File: src/hw/rtl/multi_queue_urgent_front_deque_core_macros.svh
// assertion macros used by the top level of the deque bank rtl
`ifndef MULTI_QUEUE_URGENT_FRONT_DEQUE_CORE_MACROS_SVH
`define MULTI_QUEUE_URGENT_FRONT_DEQUE_CORE_MACROS_SVH

// condition must hold at every edge out of reset
`define MQD_ASSERT_ALWAYS(lbl, cond, msg) \
	lbl: assert property (@(posedge clk) disable iff (!arst_n) (cond)) else $error(msg);

// antecedent in this cycle implies consequent in the next one
`define MQD_ASSERT_NEXT(lbl, ante, cons, msg) \
	lbl: assert property (@(posedge clk) disable iff (!arst_n) (ante) |=> (cons)) else $error(msg);

`endif

File: src/hw/rtl/mqd_pkg.sv
// package: sizes, codes and types of the deque bank
`timescale 1ns / 1ps
`default_nettype none
package mqd_pkg;

	localparam int NUM_QUEUES  = 32;
	localparam int QUEUE_DEPTH = 8;
	localparam int TAG_BITS    = 16;

	localparam int QIDX_W    = 5;
	localparam int IN_TAG_W  = 16;
	localparam int OUT_TAG_W = 16;
	localparam int TAG_KEEP  = (TAG_BITS < IN_TAG_W) ? TAG_BITS : IN_TAG_W;
	localparam int ENTRY_W   = TAG_KEEP + 1;

	localparam int QSEL_W    = (NUM_QUEUES > 1) ? $clog2(NUM_QUEUES) : 1;
	localparam int PTR_W     = (QUEUE_DEPTH > 1) ? $clog2(QUEUE_DEPTH) : 1;
	localparam int CNT_W     = $clog2(QUEUE_DEPTH + 1);
	localparam int RAM_DEPTH = NUM_QUEUES * QUEUE_DEPTH;
	localparam int ADDR_W    = (RAM_DEPTH > 1) ? $clog2(RAM_DEPTH) : 1;

	localparam int IN_TDATA_W  = 24;
	localparam int OUT_TDATA_W = 24;

	localparam logic [1:0] ST_ADDED  = 2'd0;
	localparam logic [1:0] ST_FULL   = 2'd1;
	localparam logic [1:0] ST_SERVED = 2'd2;
	localparam logic [1:0] ST_EMPTY  = 2'd3;

	localparam logic CMD_ADD   = 1'b0;
	localparam logic CMD_SERVE = 1'b1;

	localparam logic [1:0] K_ADD       = 2'd0;
	localparam logic [1:0] K_SERVE     = 2'd1;
	localparam logic [1:0] K_REJ_ADD   = 2'd2;
	localparam logic [1:0] K_REJ_SERVE = 2'd3;

	typedef struct packed {
		logic [1:0]          kind;
		logic [QSEL_W-1:0]   qsel;
		logic                urgent;
		logic [TAG_KEEP-1:0] tag;
	} cmd_t;

endpackage
`default_nettype wire

File: src/hw/rtl/mqd_ram.sv
// generic single-port ram with registered read
`timescale 1ns / 1ps
`default_nettype none
module mqd_ram #(
	parameter int WIDTH = 8,
	parameter int DEPTH = 16,
	parameter int AW    = (DEPTH > 1) ? $clog2(DEPTH) : 1
) (
	input  wire logic             clk,
	input  wire logic             we,
	input  wire logic             re,
	input  wire logic [AW-1:0]    addr,
	input  wire logic [WIDTH-1:0] wdata,
	output logic      [WIDTH-1:0] rdata
);

	logic [WIDTH-1:0] mem_q [DEPTH];
	logic [WIDTH-1:0] rdata_q;

	always_ff @(posedge clk) begin
		if (we) begin
			mem_q[addr] <= wdata;
		end
		if (re) begin
			rdata_q <= mem_q[addr];
		end
	end

	assign rdata = rdata_q;

endmodule
`default_nettype wire

File: src/hw/rtl/mqd_front.sv
// front end: takes command beats, classifies them, holds them in a two-entry queue
`timescale 1ns / 1ps
`default_nettype none
module mqd_front import mqd_pkg::*; (
	input  wire logic                  clk,
	input  wire logic                  arst_n,
	input  wire logic                  in_valid,
	output logic                       in_ready,
	input  wire logic                  in_command,
	input  wire logic [QIDX_W-1:0]     in_qidx,
	input  wire logic                  in_urgent,
	input  wire logic [IN_TAG_W-1:0]   in_tag,
	output logic                       cmd_valid,
	output cmd_t                       cmd,
	input  wire logic                  cmd_pop
);

	cmd_t       fifo_q [2];
	logic       wr_q;
	logic       rd_q;
	logic [1:0] cnt_q;
	logic       push;
	logic       q_ok;
	cmd_t       dec;

	// queue indexes past the bank answer as rejected
	always_comb begin
		q_ok = 32'(in_qidx) < NUM_QUEUES;
		dec.qsel   = QSEL_W'(in_qidx);
		dec.urgent = in_urgent;
		dec.tag    = in_tag[TAG_KEEP-1:0];
		if (in_command == CMD_ADD) begin
			dec.kind = q_ok ? K_ADD : K_REJ_ADD;
		end else begin
			dec.kind = q_ok ? K_SERVE : K_REJ_SERVE;
		end
	end

	assign in_ready  = (cnt_q != 2'd2);
	assign push      = in_valid && in_ready;
	assign cmd_valid = (cnt_q != 2'd0);
	assign cmd       = fifo_q[rd_q];

	always_ff @(posedge clk) begin
		if (push) begin
			fifo_q[wr_q] <= dec;
		end
	end

	always_ff @(posedge clk or negedge arst_n) begin
		if (!arst_n) begin
			wr_q  <= 1'b0;
			rd_q  <= 1'b0;
			cnt_q <= 2'd0;
		end else begin
			if (push) begin
				wr_q <= ~wr_q;
			end
			if (cmd_pop) begin
				rd_q <= ~rd_q;
			end
			cnt_q <= cnt_q + 2'(push) - 2'(cmd_pop);
		end
	end

endmodule
`default_nettype wire

File: src/hw/rtl/mqd_back.sv
// back end: per-queue pointer update, entry memory access and result register
`timescale 1ns / 1ps
`default_nettype none
module mqd_back import mqd_pkg::*; (
	input  wire logic                  clk,
	input  wire logic                  arst_n,
	input  wire logic                  cmd_valid,
	input  wire cmd_t                  cmd,
	output logic                       cmd_pop,
	output logic                       ram_we,
	output logic                       ram_re,
	output logic [ADDR_W-1:0]          ram_addr,
	output logic [ENTRY_W-1:0]         ram_wdata,
	input  wire logic [ENTRY_W-1:0]    ram_rdata,
	output logic                       reading,
	output logic                       out_valid,
	input  wire logic                  out_ready,
	output logic [1:0]                 out_status,
	output logic [OUT_TAG_W-1:0]       out_tag,
	output logic                       out_urgent
);

	localparam logic S_IDLE = 1'b0;
	localparam logic S_READ = 1'b1;

	logic                 state_q;
	logic [PTR_W-1:0]     head_q [NUM_QUEUES];
	logic [CNT_W-1:0]     occ_q  [NUM_QUEUES];
	logic                 out_valid_q;
	logic [1:0]           out_status_q;
	logic [OUT_TAG_W-1:0] out_tag_q;
	logic                 out_urgent_q;

	logic                 out_free;
	logic                 go;
	logic [PTR_W-1:0]     head_cur;
	logic [CNT_W-1:0]     occ_cur;
	logic [PTR_W-1:0]     head_dec;
	logic [PTR_W-1:0]     head_inc;
	logic [CNT_W:0]       slot_sum;
	logic [PTR_W-1:0]     tail_slot;
	logic [PTR_W-1:0]     slot;
	logic                 upd;
	logic [PTR_W-1:0]     head_nxt;
	logic [CNT_W-1:0]     occ_nxt;
	logic                 res_valid;
	logic [1:0]           res_status;
	logic [OUT_TAG_W-1:0] res_tag;
	logic                 res_urgent;
	logic                 state_nxt;

	assign out_free = !out_valid_q || out_ready;
	assign go       = (state_q == S_IDLE) && cmd_valid && out_free;
	assign cmd_pop  = go;
	assign reading  = (state_q == S_READ);

	always_comb begin
		head_cur = head_q[cmd.qsel];
		occ_cur  = occ_q[cmd.qsel];
		head_dec = (head_cur == PTR_W'(0)) ? PTR_W'(QUEUE_DEPTH - 1) : head_cur - PTR_W'(1);
		head_inc = (head_cur == PTR_W'(QUEUE_DEPTH - 1)) ? PTR_W'(0) : head_cur + PTR_W'(1);
		slot_sum = (CNT_W + 1)'(head_cur) + (CNT_W + 1)'(occ_cur);
		if (slot_sum >= (CNT_W + 1)'(QUEUE_DEPTH)) begin
			tail_slot = PTR_W'(slot_sum - (CNT_W + 1)'(QUEUE_DEPTH));
		end else begin
			tail_slot = PTR_W'(slot_sum);
		end
		slot = cmd.urgent ? head_dec : tail_slot;
	end

	always_comb begin
		upd        = 1'b0;
		head_nxt   = head_cur;
		occ_nxt    = occ_cur;
		ram_we     = 1'b0;
		ram_re     = 1'b0;
		ram_addr   = ADDR_W'(32'(cmd.qsel) * QUEUE_DEPTH + 32'(slot));
		ram_wdata  = {cmd.urgent, cmd.tag};
		res_valid  = 1'b0;
		res_status = ST_ADDED;
		res_tag    = '0;
		res_urgent = 1'b0;
		state_nxt  = state_q;
		if (state_q == S_READ) begin
			res_valid  = 1'b1;
			res_status = ST_SERVED;
			res_tag    = OUT_TAG_W'(ram_rdata[TAG_KEEP-1:0]);
			res_urgent = ram_rdata[TAG_KEEP];
			state_nxt  = S_IDLE;
		end else if (go) begin
			res_valid = 1'b1;
			unique case (cmd.kind)
				K_ADD: begin
					if (occ_cur >= CNT_W'(QUEUE_DEPTH)) begin
						res_status = ST_FULL;
					end else begin
						ram_we     = 1'b1;
						upd        = 1'b1;
						occ_nxt    = occ_cur + CNT_W'(1);
						head_nxt   = cmd.urgent ? head_dec : head_cur;
						res_status = ST_ADDED;
					end
				end
				K_SERVE: begin
					if (occ_cur == CNT_W'(0)) begin
						res_status = ST_EMPTY;
					end else begin
						// front slot read now, result after the registered read
						ram_re    = 1'b1;
						ram_addr  = ADDR_W'(32'(cmd.qsel) * QUEUE_DEPTH + 32'(head_cur));
						upd       = 1'b1;
						occ_nxt   = occ_cur - CNT_W'(1);
						head_nxt  = head_inc;
						res_valid = 1'b0;
						state_nxt = S_READ;
					end
				end
				K_REJ_ADD:   res_status = ST_FULL;
				K_REJ_SERVE: res_status = ST_EMPTY;
				default:     res_status = ST_EMPTY;
			endcase
		end
	end

	always_ff @(posedge clk or negedge arst_n) begin
		if (!arst_n) begin
			state_q     <= S_IDLE;
			out_valid_q <= 1'b0;
			for (int i = 0; i < NUM_QUEUES; i++) begin
				head_q[i] <= '0;
				occ_q[i]  <= '0;
			end
		end else begin
			state_q <= state_nxt;
			if (upd) begin
				head_q[cmd.qsel] <= head_nxt;
				occ_q[cmd.qsel]  <= occ_nxt;
			end
			if (res_valid) begin
				out_valid_q <= 1'b1;
			end else if (out_ready) begin
				out_valid_q <= 1'b0;
			end
		end
	end

	always_ff @(posedge clk) begin
		if (res_valid) begin
			out_status_q <= res_status;
			out_tag_q    <= res_tag;
			out_urgent_q <= res_urgent;
		end
	end

	assign out_valid  = out_valid_q;
	assign out_status = out_status_q;
	assign out_tag    = out_tag_q;
	assign out_urgent = out_urgent_q;

endmodule
`default_nettype wire

File: src/hw/rtl/multi_queue_urgent_front_deque_core.sv
// top level of the bank of bounded double-ended queues
// A bank of NUM_QUEUES bounded deques of QUEUE_DEPTH entries each; every command beat
// gives exactly one result beat. An add puts {urgent, tag} at the front of the addressed
// queue when urgent, else at the back, and answers added, or full when the queue holds
// QUEUE_DEPTH entries or the index is past the bank. A serve pops the front entry and
// answers served with its tag and urgency, or empty. Commands pass a two-entry front
// queue, then the back end executes them: an add or any refused command is answered
// straight from the idle state, a serve passes through a read state as well, since the
// front entry comes out of a single-port entry memory with a registered read. The result
// sits in an output register, so new commands are still taken while a result waits.
`timescale 1ns / 1ps
`default_nettype none
`include "multi_queue_urgent_front_deque_core_macros.svh"
module multi_queue_urgent_front_deque_core import mqd_pkg::*; (
	input  wire logic                   clk,
	input  wire logic                   arst_n,
	input  wire logic                   s_axis_tvalid,
	output logic                        s_axis_tready,
	// [4:0] queue_index, [5] urgent, [21:6] entry_tag, [23:22] zero
	input  wire logic [IN_TDATA_W-1:0]  s_axis_tdata,
	// [0] command
	input  wire logic                   s_axis_tuser,
	output logic                        m_axis_tvalid,
	input  wire logic                   m_axis_tready,
	// [15:0] served_tag, [16] served_urgent, [23:17] zero
	output logic [OUT_TDATA_W-1:0]      m_axis_tdata,
	// [1:0] status
	output logic [1:0]                  m_axis_tuser
);

	logic                 cmd_valid;
	cmd_t                 cmd;
	logic                 cmd_pop;
	logic                 ram_we;
	logic                 ram_re;
	logic [ADDR_W-1:0]    ram_addr;
	logic [ENTRY_W-1:0]   ram_wdata;
	logic [ENTRY_W-1:0]   ram_rdata;
	logic                 reading;
	logic [OUT_TAG_W-1:0] out_tag;
	logic                 out_urgent;

	// front end: decode and buffer command beats
	mqd_front u_front (
		.clk        (clk),
		.arst_n     (arst_n),
		.in_valid   (s_axis_tvalid),
		.in_ready   (s_axis_tready),
		.in_command (s_axis_tuser),
		.in_qidx    (s_axis_tdata[QIDX_W-1:0]),
		.in_urgent  (s_axis_tdata[QIDX_W]),
		.in_tag     (s_axis_tdata[QIDX_W+IN_TAG_W:QIDX_W+1]),
		.cmd_valid  (cmd_valid),
		.cmd        (cmd),
		.cmd_pop    (cmd_pop)
	);

	// back end: pointers, occupancy and result register
	mqd_back u_back (
		.clk        (clk),
		.arst_n     (arst_n),
		.cmd_valid  (cmd_valid),
		.cmd        (cmd),
		.cmd_pop    (cmd_pop),
		.ram_we     (ram_we),
		.ram_re     (ram_re),
		.ram_addr   (ram_addr),
		.ram_wdata  (ram_wdata),
		.ram_rdata  (ram_rdata),
		.reading    (reading),
		.out_valid  (m_axis_tvalid),
		.out_ready  (m_axis_tready),
		.out_status (m_axis_tuser),
		.out_tag    (out_tag),
		.out_urgent (out_urgent)
	);

	// entry memory, one row of QUEUE_DEPTH slots per queue
	mqd_ram #(
		.WIDTH (ENTRY_W),
		.DEPTH (RAM_DEPTH)
	) u_entry_ram (
		.clk   (clk),
		.we    (ram_we),
		.re    (ram_re),
		.addr  (ram_addr),
		.wdata (ram_wdata),
		.rdata (ram_rdata)
	);

	assign m_axis_tdata = {(OUT_TDATA_W - OUT_TAG_W - 1)'(0), out_urgent, out_tag};

	// back end never pops an empty front queue
	`MQD_ASSERT_ALWAYS(a_pop_has_cmd, !cmd_pop || cmd_valid, "pop from empty command queue")
	// while the memory read is out, the result register is free for it
	`MQD_ASSERT_ALWAYS(a_read_out_free, !reading || !m_axis_tvalid, "result register busy during read")
	// after the memory read state, the next cycle shows a served result and no read
	`MQD_ASSERT_NEXT(a_read_result, reading,
		!reading && m_axis_tvalid && (m_axis_tuser == ST_SERVED), "serve result missing")
	// only a served result carries a tag or urgency
	`MQD_ASSERT_ALWAYS(a_unserved_zero,
		!m_axis_tvalid || (m_axis_tuser == ST_SERVED) || (m_axis_tdata == '0),
		"nonzero payload on unserved result")

endmodule
`default_nettype wire

File: config.mk
export PLATFORM = sky130hd
export DESIGN_NAME = multi_queue_urgent_front_deque_core
export DESIGN_NICKNAME = d
export VERILOG_FILES = /design/src/hw/rtl/mqd_pkg.sv /design/src/hw/rtl/mqd_ram.sv /design/src/hw/rtl/mqd_front.sv /design/src/hw/rtl/mqd_back.sv /design/src/hw/rtl/multi_queue_urgent_front_deque_core.sv
export VERILOG_INCLUDE_DIRS = /design/src /design/src/hw/rtl
export SDC_FILE = /design/constraint.sdc
export NUM_CORES = 2
export LEC_CHECK = 0
export BUFFER_PORTS_ARGS = -buffer_cell sky130_fd_sc_hd__buf_2
export CAP_MARGIN = 20
export CORE_ASPECT_RATIO = 1.5
export CORE_UTILIZATION = 30
export CTS_CLUSTER_DIAMETER = 50
export DETAILED_ROUTE_END_ITERATION = 8
export RECOVER_POWER = 100
export SYNTH_ARGS = -nofsm -noshare
export SYNTH_HDL_FRONTEND = slang
export SYNTH_HIERARCHICAL = 1
export SYNTH_MEMORY_MAX_BITS = 65536
export SYNTH_SLANG_ARGS = --single-unit
File: constraint.sdc
create_clock -name clk -period 8.3 [get_ports clk]
set_input_delay 0.415 -clock clk [delete_from_list [all_inputs] [get_ports clk]]
set_output_delay 0.415 -clock clk [all_outputs]
set_load 0.1 [all_outputs]
; ---- Yosys cells after proc, flatten, opt, wreduce, memory -nomap -nowiden
; Memory sizes are Yosys's and may differ from the RTL's. A register that Yosys moved wholly into a read port is not among the register bits.
; Index checks and enable logic that the tools add are counted.
[word_totals]
mem_count = 2
elab_cells = 168
out_inout_bits = 28
reg_bits = 249
ramBits = 4398
[classes]
n_addsub = 10
mux = 57
reduce_logical = 12
n_lt_le_gt_ge = 4
bitwise = 5
n_eq_ne = 5
[mem_list]
columns = name, words, width, rd, rd_clocked_by_memory_dff, write_ports, line_no
row1 = u_entry_ram.mem_q, 256, 17, 1, 1, 1, mqd_ram.sv:17  ; logic [WIDTH-1:0] mem_q [DEPTH];
row2 = u_front.fifo_q, 2, 23, 1, 0, 1, mqd_front.sv:18  ; cmd_t fifo_q [2];
[op_table]
columns = cell, count
row1 = $bwmux W128, 1
row2 = $bwmux W96, 1
row3 = $mux W3, 12
row4 = $mux W8, 4
row5 = $mux W4, 7
row6 = $mux W1, 22
row7 = $bmux W4 S5, 1
row8 = $demux W4 S5, 1
row9 = $add A8 B3 Y8, 2
row10 = $bmux W3 S5, 1
row11 = $demux W3 S5, 1
row12 = $pmux W2 S4, 1
row13 = $pmux W4 S2, 1
row14 = $ge A6 B6 Y1 const B, 1
row15 = $lt A6 B1 Y1 const B, 1
row16 = $not A5 Y6, 1
row17 = $pmux W3 S2, 1
row18 = $sub A3 B1 Y3 const B, 2
row19 = $add A3 B4 Y5, 1
row20 = $ge A5 B4 Y1 const B, 1
row21 = $add A4 B1 Y4 const B, 1
row22 = $eq A2 B2 Y1 const B, 2
row23 = $ge A4 B4 Y1 const B, 1
row24 = $logic_and A1 B1 Y1, 4
row25 = other kinds (17), 22

; ---- Depth between registers and ports, before layout
; An unclocked memory read counts as a cell.
[logic_depth]
word_depth = 14
depth_mapped = 29

; ---- Modules after synthesis
; The synthesis kept the hierarchy.
[by_module_without_submodules]
columns = module, instances, seq_area_each_um2, area_per_inst_um2, cells_each
row1 = mqd_ram, 1, 131195.8, 165067.1, 7127
row2 = mqd_back, 1, 6226.0, 12424.4, 912
row3 = mqd_front, 1, 1481.4, 1866.8, 91
row4 = multi_queue_urgent_front_deque_core, 1, 0.0, 63.8, 9

; ---- Worst setup path after synthesis
; No wires, ideal clock.
[synth_timing]
kind = register -> register
startpoint = register u_front.rd_q
endpoint = memory u_entry_ram/mem_q[146][0] in the netlist's numbering (enable)
arrival_ns = 6.234
path_stages_with_launch = 25
period_less_slack_ns = 6.646
required_time_ns = 7.888
path_slack_ns = 1.654
setup_time_ns = 0.412
cell_sequence = dfrtp_1 > buf_2 > buf_4 > mux2_1 > buf_6 > buf_6 > buf_6 > buf_6 > mux2i_1 > o22ai_1 > or4_1 > nor2_2 > clkbuf_1 > ha_1 > nand3_1 > o21ai_1 > inv_1 > o21ai_0 > buf_2 > buf_2 > buf_1 > buf_2 > nand2b_1 > clkbuf_1 > nor3_1
[synth_lines]
columns = item, line_no
row1 = "start, declared", mqd_front.sv:20  ; logic rd_q;
row2 = "start signal, assigned", mqd_front.sv:60  ; rd_q <= ~rd_q;
row3 = "end, declared", mqd_ram.sv:17

==> impl_metrics.toml <==
[final_layout]
multi_input_area_mm2 = 0.0380
final_cell_mix = "edfxtp_1, mux4_2, a22oi_1"
fillers = 54700
seq_area_mm2 = 0.139
postLayoutCellArea_mm2 = 0.205
fin_util = 0.345
drive_above_1_share = 0.271
final_common_cell = "edfxtp_1"
nNetsFinal = 8743
syn_to_final_growth_pct = 14.4

[clock_network]
cts-root-buf = "clkbuf_16"
hold_buffers = 26
cts_buffer_depth = 4
cts_setup_buffers = 0
clk_latency_ns = 0.99
path_clk_slew_ns = 0.06
cts_resized = 0
cts_tree = "done"
cts_buffers = 398
htreeDepth = 5
cts.sinks = 4664

[place]
gp_congestion = 0.863
placed_cell_area_mm2 = 0.193
io_buffers = 47
dpl.hpwl_um = 287000

[critical_path]
path_buf_inv = 5
critPathRequiredTime_ns = 8.89
crit_top_cell = "nor2_1"
crit_cells = 19
crit_fanout = 42
startpoint_type = "flop"
critPathMaxStageDelay_ns = 0.72
rr_worst_depth = 19
crit_type = "reg2reg"
path_cells = "mux2_1 -> or4b_1 -> o22ai_1 -> or4_1 -> nor2_1 -> buf_4 -> inv_1 -> ha_1 -> fa_1 -> nand3b_1 -> nand4b_1 -> o211ai_1 -> a21oi_1 -> and2_4 -> buf_12 -> nand2_2 -> clkbuf_2 -> nor2_1 -> clkbuf_4"
cp.arrival_ns = 8.69
critPathSlowestCell = "mux2_1"
critical-path-top-delay-family = "simple AND/OR/NAND/NOR gates"
endpoint_kind = "flop"

[floorplanning]
dieArea_mm2 = 0.601
die_w_um = 633
io_pins = 57
start_util = 0.301
fp.coreArea_mm2 = 0.595
die_h_um = 949
rows = 347

[yosys]
ys.warnings.count = 6
avgSynthCellArea_um2 = 22.0
synth-seq-cells = 4664
syn_area_mm2 = 0.179
synthFlopType = "edfxtp_1"
synthesis.instances = 8139
synth_edf_count = 4434
synth-seq-area-share = 0.774
synth_cell_types = 70
async_reset_ff_frac = 0.0493

[job]
max-cap-violations = 48

[drt]
antenna_left = 0
drtIter0Drc = 9552
wirelength_um = 471000
vias = 86600
vias_per_cell = 5.13
drc = 0
drtPass1Iterations = 6
avgRoutedWirePerCell_um = 27.9

[sta]
setup_violations = 0
fin_crit_ns = 8.10
setup_tns_ns = 0
maxSlewViolCount = 4203
tightest_slew_ns = 5.62
fin_hold_ws_ns = 0.181
fmax_mhz = 123
final.setup_skew_ns = 0.0875
slew_headroom = -2.74
hold_viol = 0
rsz0062_at_grt = "false"
period_share = 0.976

[grt]
grtUsageMet1 = 0.182
top_usage_layer = "met2"
grt_max_degree = 173
grtUsageMet3 = 0.0194
globalRouteTotalUtil = 0.153
grt-ovfl-total = 0
met2_usage = 0.269
grt_first_pass_wirelength_um = 667000
first_global_vias = 89800
antenna_found_initial = 17

[power]
p_int_uw = 50000
clkPwrFrac = 0.261
p_leak_uw = 0.0639
switching_share = 0.327
p_switching_uw = 24300
combPwrFrac = 0.342
ir_worst_vdd_mv = 0.316
powerDensity_mw_per_mm2 = 362
power_frac_seq = 0.397

[outcome]
violations = "max-capacitance violations, max-slew violations"
status = "complete, but fails checks"

[hold_path]
worst_hold_path_type = "in2reg"
hold_path_depth = 2
## worst paths after layout
path                       slack [ns]               from                         end
setup / recovery                 0.20       u_front/rd_q  u_entry_ram/mem_q[191][15]
hold / removal                   0.18   s_axis_tdata[17]       u_front/fifo_q[1][11]
setup reg to reg                 0.20       u_front/rd_q  u_entry_ram/mem_q[191][15]
hold reg to reg                  0.49  u_back/head_q[66]           u_back/head_q[66]
max in group asynchronous        1.95             arst_n           u_back/head_q[13]
min in group asynchronous        1.84             arst_n            u_front/cnt_q[1]
## power groups by stage
stage / clock, uW / combinational, uW / sequential [uW]
finish: 19400 / 25400 / 29500
global route: 20500 / 26600 / 29600
CTS: 19700 / 26100 / 29100
detailed placement: 0 / 26000 / 29600
global placement: 0 / 25500 / 29600
floorplan: 0 / 15900 / 29900
## layout make-up
class	instances	share of cell area
inverters	19	0.000347
flip-flops and latches	4664	0.677
well taps	7852	0.0479
diodes	7	0.0000853
repair buffers	710	0.0247
multi-input cells	2912	0.185
clock inverters	240	0.0139
clock buffers	485	0.0515
## synth_stat cells, drive strengths merged (22+ instances only)
| master | count | area [um2] |
|---|---|---|
| a22oi | 546 | 4100 |
| edfxtp | 4434 | 133000 |
| mux4 | 1096 | 24700 |
| clkbuf | 293 | 1100 |
| mux2i | 97 | 971 |
| nand2 | 40 | 150 |
| a21oi | 274 | 1370 |
| nor3 | 53 | 428 |
| and2 | 22 | 138 |
| nor2 | 242 | 911 |
| o22ai | 51 | 319 |
| mux2 | 247 | 2840 |
| dfrtp | 230 | 5760 |
| buf | 257 | 1510 |
| o41ai | 68 | 596 |
## stage by stage
| stage | cells | total power (uW) | worst slack, ns |
|---|---|---|---|
| after global placement | 16100 | 55100 | 0.148 |
| after detailed placement | 16100 | 55600 | 0.318 |
| after global routing | 16900 | 76700 | 0.0667 |
| after floorplan | 8145 | 45800 | 1.65 |
| final | 16900 | 74300 | 0.202 |
| after CTS | 16900 | 74900 | 0.210 |
## state kept, by name, indices dropped and copies added, names as in the netlist
name	flops
u_back/out_urgent	1
u_back/occ_q	128
u_back/out_tag	16
u_entry_ram/rdata	17
u_back/out_valid	1
u_front/cnt_q	2
u_back/out_status	2
u_front/fifo_q	46
u_front/rd_q	1
u_back/reading	1
u_entry_ram/mem_q	4352
u_front/wr_q	1
u_back/head_q	96
## per-layer routing
metal | wire (um) | vias up
met5 | 38 | -
li1 | - | 35600
met3 | 27700 | 844
met2 | 241000 | 3403
met4 | 29300 | 6
met1 | 172000 | 46800
## logic make-up (layout without fill, tap and decap cells)
logic type      Yosys count  in the layout  share of synthesized area
compound gates          973            973                     0.0372
xor+xnor                  4              4                   0.000195
fa+ha+maj                 9              9                   0.000669
buf+inv                 569           1454                     0.0150
flops                  4664           4664                      0.774
mux                    1440           1440                      0.159
other cells               2             15                  0.0000419
simple gates            478            478                     0.0140
Power figures use the tool's default switching activity.
